File: src/design/assert_macros.svh
// Assertion macros shared by the RTL files.
// Depends on nothing; include by bare file name.
`ifndef ASSERT_MACROS_SVH
`define ASSERT_MACROS_SVH

// Property checked at every clock edge outside reset.
`define ASSERT_CLK(label, clk, rst, prop, msg) \
   label: assert property (@(posedge clk) disable iff (rst) (prop)) else $error(msg);

// Implication checked at every clock edge outside reset.
`define ASSERT_IMPLY(label, clk, rst, ante, cons, msg) \
   label: assert property (@(posedge clk) disable iff (rst) (ante) |-> (cons)) else $error(msg);

`endif

File: src/design/csf_pkg.sv
// Types, step codes, corner table and step helpers for the contour shape unit.
// No dependencies.
`default_nettype none

package csf_pkg;

   localparam int COORD_BITS = 12;
   localparam int COUNT_BITS = 16;
   localparam int AREA_BITS  = 29;

   typedef logic [COORD_BITS-1:0]        coord_type;
   typedef logic [COUNT_BITS-1:0]        count_type;
   typedef logic signed [AREA_BITS-1:0]  area_type;

   localparam area_type HALF_ROW = area_type'(4);

   // direction of one step between successive points
   typedef enum logic [3:0] {
      CODE_NONE       = 4'd0,
      CODE_LEFT_UP    = 4'd1,
      CODE_LEFT       = 4'd2,
      CODE_LEFT_DOWN  = 4'd3,
      CODE_DOWN       = 4'd4,
      CODE_RIGHT_DOWN = 4'd5,
      CODE_RIGHT      = 4'd6,
      CODE_RIGHT_UP   = 4'd7,
      CODE_UP         = 4'd8
   } step_code_type;

   typedef struct packed {
      coord_type x;
      coord_type y;
      logic      last_point;
   } req_word_type;

   typedef struct packed {
      area_type  area_eighths;
      count_type straight_steps;
      count_type diagonal_steps;
      coord_type min_x;
      coord_type max_x;
      coord_type min_y;
      coord_type max_y;
      logic      zero_step_error;
   } rsp_word_type;

   typedef struct packed {
      step_code_type code;
      area_type      term;
      logic          diagonal;
      logic          zero;
   } step_type;

   localparam logic [3:0] CORNER_TAB [0:8][0:8] = '{
      '{4'd0, 4'd0, 4'd0, 4'd0, 4'd0, 4'd0, 4'd0, 4'd0, 4'd0},
      '{4'd0, 4'd4, 4'd5, 4'd6, 4'd7, 4'd8, 4'd0, 4'd2, 4'd3},
      '{4'd0, 4'd3, 4'd4, 4'd5, 4'd6, 4'd7, 4'd8, 4'd0, 4'd0},
      '{4'd0, 4'd2, 4'd3, 4'd4, 4'd5, 4'd6, 4'd7, 4'd8, 4'd0},
      '{4'd0, 4'd0, 4'd0, 4'd3, 4'd4, 4'd5, 4'd6, 4'd7, 4'd8},
      '{4'd0, 4'd8, 4'd0, 4'd2, 4'd3, 4'd4, 4'd5, 4'd6, 4'd7},
      '{4'd0, 4'd7, 4'd8, 4'd0, 4'd0, 4'd3, 4'd4, 4'd5, 4'd6},
      '{4'd0, 4'd6, 4'd7, 4'd8, 4'd0, 4'd2, 4'd3, 4'd4, 4'd5},
      '{4'd0, 4'd5, 4'd6, 4'd7, 4'd8, 4'd0, 4'd0, 4'd3, 4'd4}
   };

   function automatic area_type corner_value(input step_code_type a, input step_code_type b);
      area_type v;
      v = '0;
      if (a <= CODE_UP && b <= CODE_UP) begin
         v = area_type'(CORNER_TAB[a][b]);
      end
      return v;
   endfunction

   // code and strip term of step (px,py)->(cx,cy); strip at cy, half a row toward py
   function automatic step_type step_eval(input coord_type px, input coord_type py,
                                          input coord_type cx, input coord_type cy);
      step_type s;
      area_type t;
      t = area_type'({cy, 3'b000});
      if (cy > py) begin
         t = t - HALF_ROW;
      end else if (cy < py) begin
         t = t + HALF_ROW;
      end
      s.diagonal = (cx != px) && (cy != py);
      s.zero     = (cx == px) && (cy == py);
      s.term     = '0;
      if (cx > px) begin
         s.term = t;
         if (cy > py)      s.code = CODE_RIGHT_DOWN;
         else if (cy < py) s.code = CODE_RIGHT_UP;
         else              s.code = CODE_RIGHT;
      end else if (cx < px) begin
         s.term = -t;
         if (cy > py)      s.code = CODE_LEFT_DOWN;
         else if (cy < py) s.code = CODE_LEFT_UP;
         else              s.code = CODE_LEFT;
      end else begin
         if (cy > py)      s.code = CODE_DOWN;
         else if (cy < py) s.code = CODE_UP;
         else              s.code = CODE_NONE;
      end
      return s;
   endfunction

   // saturating add of up to two unit increments
   function automatic count_type count_add(input count_type c, input logic inc_a,
                                           input logic inc_b);
      logic [COUNT_BITS:0] sum;
      sum = {1'b0, c} + (COUNT_BITS+1)'(inc_a) + (COUNT_BITS+1)'(inc_b);
      return sum[COUNT_BITS] ? '1 : sum[COUNT_BITS-1:0];
   endfunction

endpackage

`default_nettype wire

File: src/design/contour_shape_features_unit.sv
// Contour shape unit: area, step counts and bounding box of a closed contour.
// Depends on csf_pkg and assert_macros.svh.
`default_nettype none

// Takes one boundary point per cycle on req_ while req_ready is high, with last_point
// set on the final point of a contour, and gives one word on rsp_ per contour: signed
// area in eighths, straight and diagonal step counts (closing step included,
// saturating), bounding box and a zero-step error flag (area reads 0 when set).
// A point goes into an input register and is folded into the running sums when it
// leaves it; at that same edge the result word of a last point lands in the output
// register, which drives rsp_valid. A non-last point never waits in the input
// register; a last point waits there only while the previous result word is not
// yet taken, and req_ready is low meanwhile.
`include "assert_macros.svh"

module contour_shape_features_unit
   import csf_pkg::*;
(
   input  wire          clock,
   input  wire          reset,
   input  wire          req_valid,
   output logic         req_ready,
   input  req_word_type req_data,
   output logic         rsp_valid,
   input  wire          rsp_ready,
   output rsp_word_type rsp_data
);

   req_word_type  in_ff, in_in;
   logic          in_v_ff, in_v_in;
   rsp_word_type  out_ff, out_in;
   logic          out_v_ff, out_v_in;

   coord_type     first_x_ff, first_x_in, first_y_ff, first_y_in;
   coord_type     prev_x_ff, prev_x_in, prev_y_ff, prev_y_in;
   step_code_type first_code_ff, first_code_in, prev_code_ff, prev_code_in;
   logic [1:0]    points_ff, points_in;
   area_type      area_ff, area_in;
   count_type     straight_ff, straight_in, diagonal_ff, diagonal_in;
   coord_type     min_x_ff, min_x_in, max_x_ff, max_x_in;
   coord_type     min_y_ff, min_y_in, max_y_ff, max_y_in;
   logic          error_ff, error_in;

   logic          adv;
   step_type      step_a, step_b;
   logic          has_a;
   coord_type     fx, fy;
   step_code_type fcode, pcode;
   logic [1:0]    points_nx;
   area_type      area_a, area_b;
   count_type     straight_a, diagonal_a;
   logic          err_a;

   assign adv       = in_v_ff && (!in_ff.last_point || !out_v_ff || rsp_ready);
   assign req_ready = !in_v_ff || adv;
   assign rsp_valid = out_v_ff;
   assign rsp_data  = out_ff;

   always_comb begin
      has_a  = (points_ff != 2'd0);
      step_a = step_eval(prev_x_ff, prev_y_ff, in_ff.x, in_ff.y);
      fx     = has_a ? first_x_ff : in_ff.x;
      fy     = has_a ? first_y_ff : in_ff.y;
      step_b = step_eval(in_ff.x, in_ff.y, fx, fy);

      points_nx = has_a ? 2'd2 : 2'd1;
      fcode     = (points_ff == 2'd1) ? step_a.code : first_code_ff;
      pcode     = has_a ? step_a.code : prev_code_ff;

      area_a     = area_ff;
      straight_a = straight_ff;
      diagonal_a = diagonal_ff;
      err_a      = error_ff;
      min_x_in   = in_ff.x;
      max_x_in   = in_ff.x;
      min_y_in   = in_ff.y;
      max_y_in   = in_ff.y;
      if (has_a) begin
         area_a = area_ff + step_a.term;
         if (points_ff == 2'd2) begin
            area_a = area_a + corner_value(prev_code_ff, step_a.code);
         end
         err_a    = error_ff || step_a.zero;
         min_x_in = (in_ff.x < min_x_ff) ? in_ff.x : min_x_ff;
         max_x_in = (in_ff.x > max_x_ff) ? in_ff.x : max_x_ff;
         min_y_in = (in_ff.y < min_y_ff) ? in_ff.y : min_y_ff;
         max_y_in = (in_ff.y > max_y_ff) ? in_ff.y : max_y_ff;
      end

      area_b = area_a + step_b.term;
      if (points_nx == 2'd2) begin
         area_b = area_b + corner_value(pcode, step_b.code) + corner_value(step_b.code, fcode);
      end

      straight_a = count_add(straight_ff, has_a && !step_a.diagonal, 1'b0);
      diagonal_a = count_add(diagonal_ff, has_a && step_a.diagonal, 1'b0);

      out_in.straight_steps  = count_add(straight_a, !step_b.diagonal, 1'b0);
      out_in.diagonal_steps  = count_add(diagonal_a, step_b.diagonal, 1'b0);
      out_in.zero_step_error = err_a || step_b.zero;
      out_in.area_eighths    = out_in.zero_step_error ? area_type'(0) : area_b;
      out_in.min_x           = min_x_in;
      out_in.max_x           = max_x_in;
      out_in.min_y           = min_y_in;
      out_in.max_y           = max_y_in;

      first_x_in    = fx;
      first_y_in    = fy;
      prev_x_in     = in_ff.x;
      prev_y_in     = in_ff.y;
      first_code_in = fcode;
      prev_code_in  = pcode;
      points_in     = in_ff.last_point ? 2'd0 : points_nx;
      area_in       = in_ff.last_point ? area_type'(0) : area_a;
      straight_in   = in_ff.last_point ? count_type'(0) : straight_a;
      diagonal_in   = in_ff.last_point ? count_type'(0) : diagonal_a;
      error_in      = in_ff.last_point ? 1'b0 : err_a;

      in_in    = req_data;
      in_v_in  = req_valid || (in_v_ff && !adv);
      out_v_in = (adv && in_ff.last_point) || (out_v_ff && !rsp_ready);
   end

   always_ff @(posedge clock) begin
      if (reset) begin
         in_v_ff       <= 1'b0;
         out_v_ff      <= 1'b0;
         points_ff     <= 2'd0;
         area_ff       <= '0;
         straight_ff   <= '0;
         diagonal_ff   <= '0;
         error_ff      <= 1'b0;
         first_x_ff    <= '0;
         first_y_ff    <= '0;
         prev_x_ff     <= '0;
         prev_y_ff     <= '0;
         first_code_ff <= CODE_NONE;
         prev_code_ff  <= CODE_NONE;
         min_x_ff      <= '0;
         max_x_ff      <= '0;
         min_y_ff      <= '0;
         max_y_ff      <= '0;
      end else begin
         in_v_ff  <= in_v_in;
         out_v_ff <= out_v_in;
         if (adv) begin
            points_ff     <= points_in;
            area_ff       <= area_in;
            straight_ff   <= straight_in;
            diagonal_ff   <= diagonal_in;
            error_ff      <= error_in;
            first_x_ff    <= first_x_in;
            first_y_ff    <= first_y_in;
            prev_x_ff     <= prev_x_in;
            prev_y_ff     <= prev_y_in;
            first_code_ff <= first_code_in;
            prev_code_ff  <= prev_code_in;
            min_x_ff      <= min_x_in;
            max_x_ff      <= max_x_in;
            min_y_ff      <= min_y_in;
            max_y_ff      <= max_y_in;
         end
      end
   end

   always_ff @(posedge clock) begin
      if (req_ready) begin
         in_ff <= in_in;
      end
      if (adv && in_ff.last_point) begin
         out_ff <= out_in;
      end
   end

   `ASSERT_IMPLY(a_rsp_from_last, clock, reset, $rose(out_v_ff),
      $past(adv && in_ff.last_point), "result word without a last point")
   `ASSERT_IMPLY(a_err_zero_area, clock, reset, out_v_ff && out_ff.zero_step_error,
      out_ff.area_eighths == area_type'(0), "area not cleared on zero step")
   `ASSERT_IMPLY(a_box_order, clock, reset, points_ff != 2'd0,
      (min_x_ff <= max_x_ff) && (min_y_ff <= max_y_ff), "bounding box out of order")
   `ASSERT_CLK(a_points_range, clock, reset, points_ff != 2'd3, "point counter out of range")
   `ASSERT_IMPLY(a_restart, clock, reset, adv && in_ff.last_point,
      ##1 (points_ff == 2'd0), "state not cleared after result")

endmodule

`default_nettype wire
File: config.mk
export PLATFORM = sky130hd
export DESIGN_NAME = contour_shape_features_unit
export DESIGN_NICKNAME = d
export VERILOG_FILES = /design/src/design/csf_pkg.sv /design/src/design/contour_shape_features_unit.sv
export VERILOG_INCLUDE_DIRS = /design/src /design/src/design
export SDC_FILE = /design/constraint.sdc
export NUM_CORES = 1
export LEC_CHECK = 0
export BUFFER_PORTS_ARGS = -buffer_cell sky130_fd_sc_hd__buf_2
export CAP_MARGIN = 10
export CORE_ASPECT_RATIO = 1.5
export CORE_UTILIZATION = 60
export CTS_BUF_LIST = sky130_fd_sc_hd__clkbuf_4
export CTS_CLUSTER_DIAMETER = 40
export CTS_CLUSTER_SIZE = 28
export DETAILED_ROUTE_END_ITERATION = 6
export PLACE_DENSITY = 0.82
export SLEW_MARGIN = 30
export SYNTH_ARGS = -nofsm -noshare
export SYNTH_HDL_FRONTEND = slang
export SYNTH_SLANG_ARGS = --single-unit
export TNS_END_PERCENT = 1
File: constraint.sdc
create_clock -name clock -period 17.9 [get_ports clock]
set_input_delay 2.685 -clock clock [delete_from_list [all_inputs] [get_ports clock]]
set_output_delay 2.685 -clock clock [all_outputs]
set_load 0.01 [all_outputs]
* Word-level counts from Yosys, hierarchy flattened *
Memories as Yosys holds them, arrays and structs flattened.
Cells that the tools add are included.

word-level totals
  memories = 3
  bits of input ports = 29
  register bits = 305
  memory bits (read-only) = 1,728
  output and inout port bits = 112
  word-level logic and storage cells = 180

memory list
  name             words  bits a word  read ports  clocked after memory_dff  wr ports  RTL line       text
  (no name shown)  16     36           1           0                         0         csf_pkg.sv:70  v = area_type'(CORNER_TAB[a][b]);
  (no name shown)  16     36           1           0                         0         csf_pkg.sv:70
  (no name shown)  16     36           1           0                         0         csf_pkg.sv:70

operators by class
  bitwise operators = 5
  reduce and logical (&&, ||, !) cells = 28
  mux-type cells = 68
  $lt $le $gt $ge = 22
  $add $sub $neg = 15
  equal/unequal tests = 11

operators with widths
  kind                                                                  number
  29-bit two-way mux                                                    12
  36-bit two-way mux                                                    6
  29-bit adder                                                          5
  12-bit two-way mux                                                    10
  16-bit two-way mux                                                    6
  4-bit two-way mux                                                     19
  12-bit greater-than comparator                                        6
  12-bit < comparator                                                   6
  16-bit by 1-bit adder with 17-bit output                              4
  33-bit two-way mux                                                    2
  29-bit negator                                                        2
  4-bit binary-select mux with 4-bit select                             3
  12-bit equality test                                                  4
  12-bit inequality test                                                4
  15-bit by 3-bit adder with 16-bit output, second input constant       2
  15-bit by 3-bit subtractor with 16-bit output, second input constant  2
  5-bit greater-or-equal comparator, second input constant              5
  4-bit NOT with 5-bit output                                           5
  4-bit <= comparator, second input constant                            5
  1-bit logical AND                                                     13
  2-bit two-way mux                                                     6
  1-bit zero test                                                       7
  1-bit logical OR                                                      7
  2-bit equality test, second input constant                            2
  3 further kinds                                                       6

* Depth between registers and ports, before layout *
  word-level depth = 20
  mapped depth = 42
  depth with buffers taken out = 39

* Worst setup path after synthesis *
OpenSTA, ideal clock, no wires.

  path kind = register to register
  start = reg in_ff, in the netlist prev_y_in[10]
  end = reg out_ff, in the netlist rsp_data[109] (data pin)
  arrival = 8.664 ns
  data required time = 17.634 ns
  slack = 8.970 ns
  path buffers = 2
  clock period less this slack = 8.930 ns
  library setup time = 0.266 ns
  stages on the path, launching flop included = 39
  cells stage by stage = edfxtp_1 > ha_1 > nand4_1 > or3_1 > a21o_1 > a31oi_2 > xnor2_1 > ha_1 > nand4_1 > nor4_1 > xnor2_1 > a22o_1 > ha_1 > clkbuf_1 > and3_1 > and2_1 > o2111ai_1 > nand3b_1 > [... 3 more ...] > nor4b_2 > a21o_1 > a31oi_1 > ha_1 > clkbuf_1 > nand4_1 > or2_2 > or3_1 > inv_1 > a2111oi_0 > nor3_1 > a31oi_1 > mux2i_1 > a311o_1 > nor4_1 > xnor2_1 > xnor2_1 > nor2_1

on the way
  longest elaborated chain between the ends = 19
  elaborated cells between the ends (all ways) = 83
  those cells by class = add/sub (11); order compare (8); eq/ne (2); mux (49); bitwise (4); reduce/logical (7); memory (2)

RTL lines
  element                                                  RTL line                            text
  start, declared                                          contour_shape_features_unit.sv:29   req_word_type in_ff, in_in;
  start signal, assigned                                   contour_shape_features_unit.sv:168  in_ff <= in_in;
  branches (longest 19 deep; another with 29-bit negator)  --
  end signal, assigned                                     contour_shape_features_unit.sv:171  out_ff <= out_in;
  end, declared                                            contour_shape_features_unit.sv:31   rsp_word_type out_ff, out_in;

Several ways; the timed one is not identified. The select of a mux whose other input is x is not followed.
A chain may end at the register's enable or synchronous reset.

* Worst setup path in the final report *
  start = reg in_ff, in the netlist prev_y_in[8]
  end = reg out_ff, in the netlist rsp_data[109] (data pin)

Same word-level chain as after synthesis.

==> results.md <==
## Pwr
• 28.1% — portion of total power attributed to the clock network
• 1.180 mW — internal power consumption
• 35.90% — switching portion of total power
• 9.925 nW — static leakage power
• 660.6 µW — NetSw
• 75.06 nW/µm² — power density of the placed cells
• 57.76 µV — maximum vdd drop
• 29.4% — combinational power share
• 42.5% — sequential share of power

## Synthesis
• 32.68% — portion of the post-synthesis area used by sequential elements
• dfxtp_1 — primary flip-flop cell chosen by synthesis mapping
• edfxtp_1, dfxtp_1, ha_1 — largest cells by area after synthesis
• 305 — number of storage elements in the synthesis netlist
• edfxtp_1 — cell taking the most area after synthesis
• nand2_1, nor2_1, a21oi_1, o21ai_0, ha_1 — most frequent cells after synthesis
• 82 — post-synthesis cell type count
• 22,820 µm² — Synth Cell Area
• 7.963 µm² — Post-Syn Area per Cell
• 2,866 — Post-Syn Instances
• 135 — number of flops mapped to enable cells by yosys
• 0 — Yosys warnings
• 17.76% — Synth top area share
• 0% — post-synthesis async set-or-reset flop share
• 3,094 — Syn Nets
• nand2_1 — top-count cell post-synth

## Cells and area
• 3,145 — fin nets
• 9.261% — share of cells above drive strength 1
• 14,290 µm² — multi-input logic area
• 24,520 µm² — final instance area
• 3,188 — filler instances
• 7.429% — Layout area overhead
• 3,439 — number of cells in the finished layout apart from fillers
• 7457 µm² — FF+latch area

## Detailed routing
• 21,660 — via count
• 6 — Initial DRT Pass Iterations
• 19.99 µm — DR WL/cell
• 1,781 — 1st-iter DRT viols
• 6.299 — via count normalized by instance count
• 68,750 µm — final wirelength
• 0 — residual antenna-violating net count after detailed routing
• 0 — number of remaining DRC errors

## Global routing
• 107,100 µm — first-pass GRT wire length
• 20,820 — via count of the first global-routing pass
• 100 — pin count of the biggest net entering global routing
• 0 — overall overflow remaining after global route
• 1 — initial antenna violation count
• 34.63% — combined global-route utilization of all metal layers

## Placed design
• 3,364 — placed cell count
• 23,780 µm² — post-detailed-placement cell area
• 51,160 µm — DP Wirelength
• 0.9432 — final weighted congestion in routability-driven placement
• 140 — I/O Buffers

## STA
• 0 — Finish-stage setup viols
• no — unrepaired setup endpoints after global routing
• 10.67 ns — post-layout min period
• 59.58% — Final Cycle Share
• 93.76 MHz — highest attainable clock frequency
• 0 — Hold Fails Final Rpt
• 0 — Max Slew Vio Count
• 0.1187 ns — Worst Clk Skew
• 0.9954 ns — actual slew at the worst max-slew pin
• 0 ns — setup_tns
• 33.48% — headroom to the max-slew limit

## Clock tree
• clkbuf_4 — root buf cell
• 0.14 ns — clock-pin transition on the worst setup and hold timing paths
• 305 — CTS Sinks
• 0.81 ns — Skew-Pair Late Insertion Delay
• 2 — htree depth
• yes — CTS tree
• 3 — CTS Buffer Depth
• 0 — post_cts resized
• 0 — hold-fix buffer count after cts
• 39 — clock buffer count from CTS
• 0 — buffers inserted by post-CTS timing repair

## Critical path
• 18.39 ns — CP Data Required Time
• flip-flop — Critical Path Start Type
• reg2reg — start-to-end type of the worst setup path
• 7.23 ns — worst-case register-to-register setup slack
• edfxtp_1 — standard cell with the maximum stage delay on the critical path
• 10 — crit-path max FO
• 0.63 ns — peak per-stage delay on the critical path
• rsp_data[109] — reg-to-reg critical path endpoint
• 11.15 ns — data arrival time of the worst path
• 2 — total buffers and inverters traversed by the critical path
• flip-flop — category of the worst setup path capture point
• simple AND/OR/NAND/NOR gates — CP top delay family
• prev_y_in[8] — reg-to-reg critical path startpoint
• 36 — count of cells along the worst register-to-register path

## Worst hold path
• prev_y_ff[6] — hold path endpoint
• prev_y_ff[6] — startpoint of the lowest-slack hold path
• 2 — hold-critical path depth
• reg2reg — Hold WC Path Type

## Floorplanning
• 60.77% — initial standard-cell utilization of the core
• 141 — I/O pin count
• 38,840 µm² — die outline area
• 87 — std cell rows
• 240.9 µm — height of the chip
• 37,550 µm² — area of the core
• 161.2 µm — horizontal die dimension

## Flow run
• 0 — Max-Cap Viols

## Run status
• complete, no violations — status

## tightest hold or removal path, stage by stage, from the launching register on
cell	delay [ns]
dfxtp_1	0.34
nand2_1	0.05
a21oi_1	0.05
## worst max path at each step
stage	start	endpoint	slack (ns)	depth (start not counted)
2_1_floorplan	prev_y_in[10]	rsp_data[109]	8.97	38
3_3_place_gp	prev_y_in[8]	rsp_data[109]	7.56	37
3_5_place_dp	prev_y_in[11]	rsp_data[109]	7.20	37
4_1_cts	prev_y_in[8]	rsp_data[109]	7.09	37
5_1_grt	prev_y_in[8]	rsp_data[109]	6.51	34
6_report	prev_y_in[8]	rsp_data[109]	7.23	36
## logic make-up (layout without fill, tap and decap cells)
family | Yosys count | after routing | synth area share, %
AOI/OAI and AO/OA | 799 | 799 | 21.60
xor gates and xnor gates | 166 | 166 | 6.404
adders and majority gates | 199 | 199 | 11.17
buffers and inverters | 303 | 385 | 5.011
DFF | 305 | 305 | 32.68
muxes | 50 | 50 | 2.226
other | 0 | 2 | 0
and+or+nand+nor | 1044 | 1044 | 20.92
## layout make-up
cell class                      count  share of cell area (%)
Multi-Input combinational cell   2258                   58.28
Sequential cell                   305                   30.42
Clock buffer                       43                   1.317
Timing Repair Buffer              167                   3.700
Tap cell                          489                   2.496
Inverter                          146                   2.235
Antenna cell                        2                 0.02041
Clock inverter                     29                   1.541
## per-layer routing
layer | up-vias | GRT usage, % | routed length (µm)
met1 | 10160 | 36.64 | 25190
met2 | 888 | 63.88 | 34940
li1 | 10350 | - | -
met4 | 0 | 23.99 | 4876
met3 | 264 | 4.073 | 3740
met5 | - | 0 | 0
## per-stage QoR
step                hold slack [ns]  util, %  setup slack [ns]  total power, mW
global route                 0.4785    65.28             6.505            1.924
floorplan                    0.4362        -             8.970            1.182
detailed placement           0.4463    63.32             7.203            1.325
global placement             0.4414    63.31             7.556            1.310
finish                       0.4663    65.28             7.235            1.840
CTS                          0.4656    65.19             7.089            1.836
## power groups by stage
| stage | clock (mW) | combinational, mW | sequential [mW] |
|---|---|---|---|
| floorplan | 0 | 0.388 | 0.794 |
| global placement | 0 | 0.514 | 0.796 |
| detailed placement | 0 | 0.528 | 0.797 |
| CTS | 0.523 | 0.532 | 0.782 |
| global route | 0.545 | 0.593 | 0.785 |
| finish | 0.517 | 0.541 | 0.782 |
## registers in the layout, indices dropped and copies added, names as in the netlist, 2 cells and up
signal	cells
first_code_ff	4
max_y_ff	12
straight_ff	16
rsp_data	110
first_y_ff	12
prev_y_in	12
points_ff	2
prev_x_in	12
area_ff	29
first_x_ff	12
prev_code_ff	4
prev_x_ff	12
min_x_ff	12
max_x_ff	12
min_y_ff	12
prev_y_ff	12
diagonal_ff	16
## cell usage in the layout (no fill, tap or decap), drive strengths merged, types with 23 or more instances in the layout
cell type and instances:
mux2i 44, dfxtp 170, buf 167, ha 191
nand3 70, a21oi 229, nor2 312, a211oi 61
inv 152, clkbuf 43, nand4 34, o22ai 24
and3 43, nor3 75, xor2 50, nor2b 23
nand2b 27, xnor2 116, edfxtp 135, o21ai 209
a22oi 37, a21o 58, nand2 357, a31oi 39
Note: power is estimated with default switching activity, not from simulation.
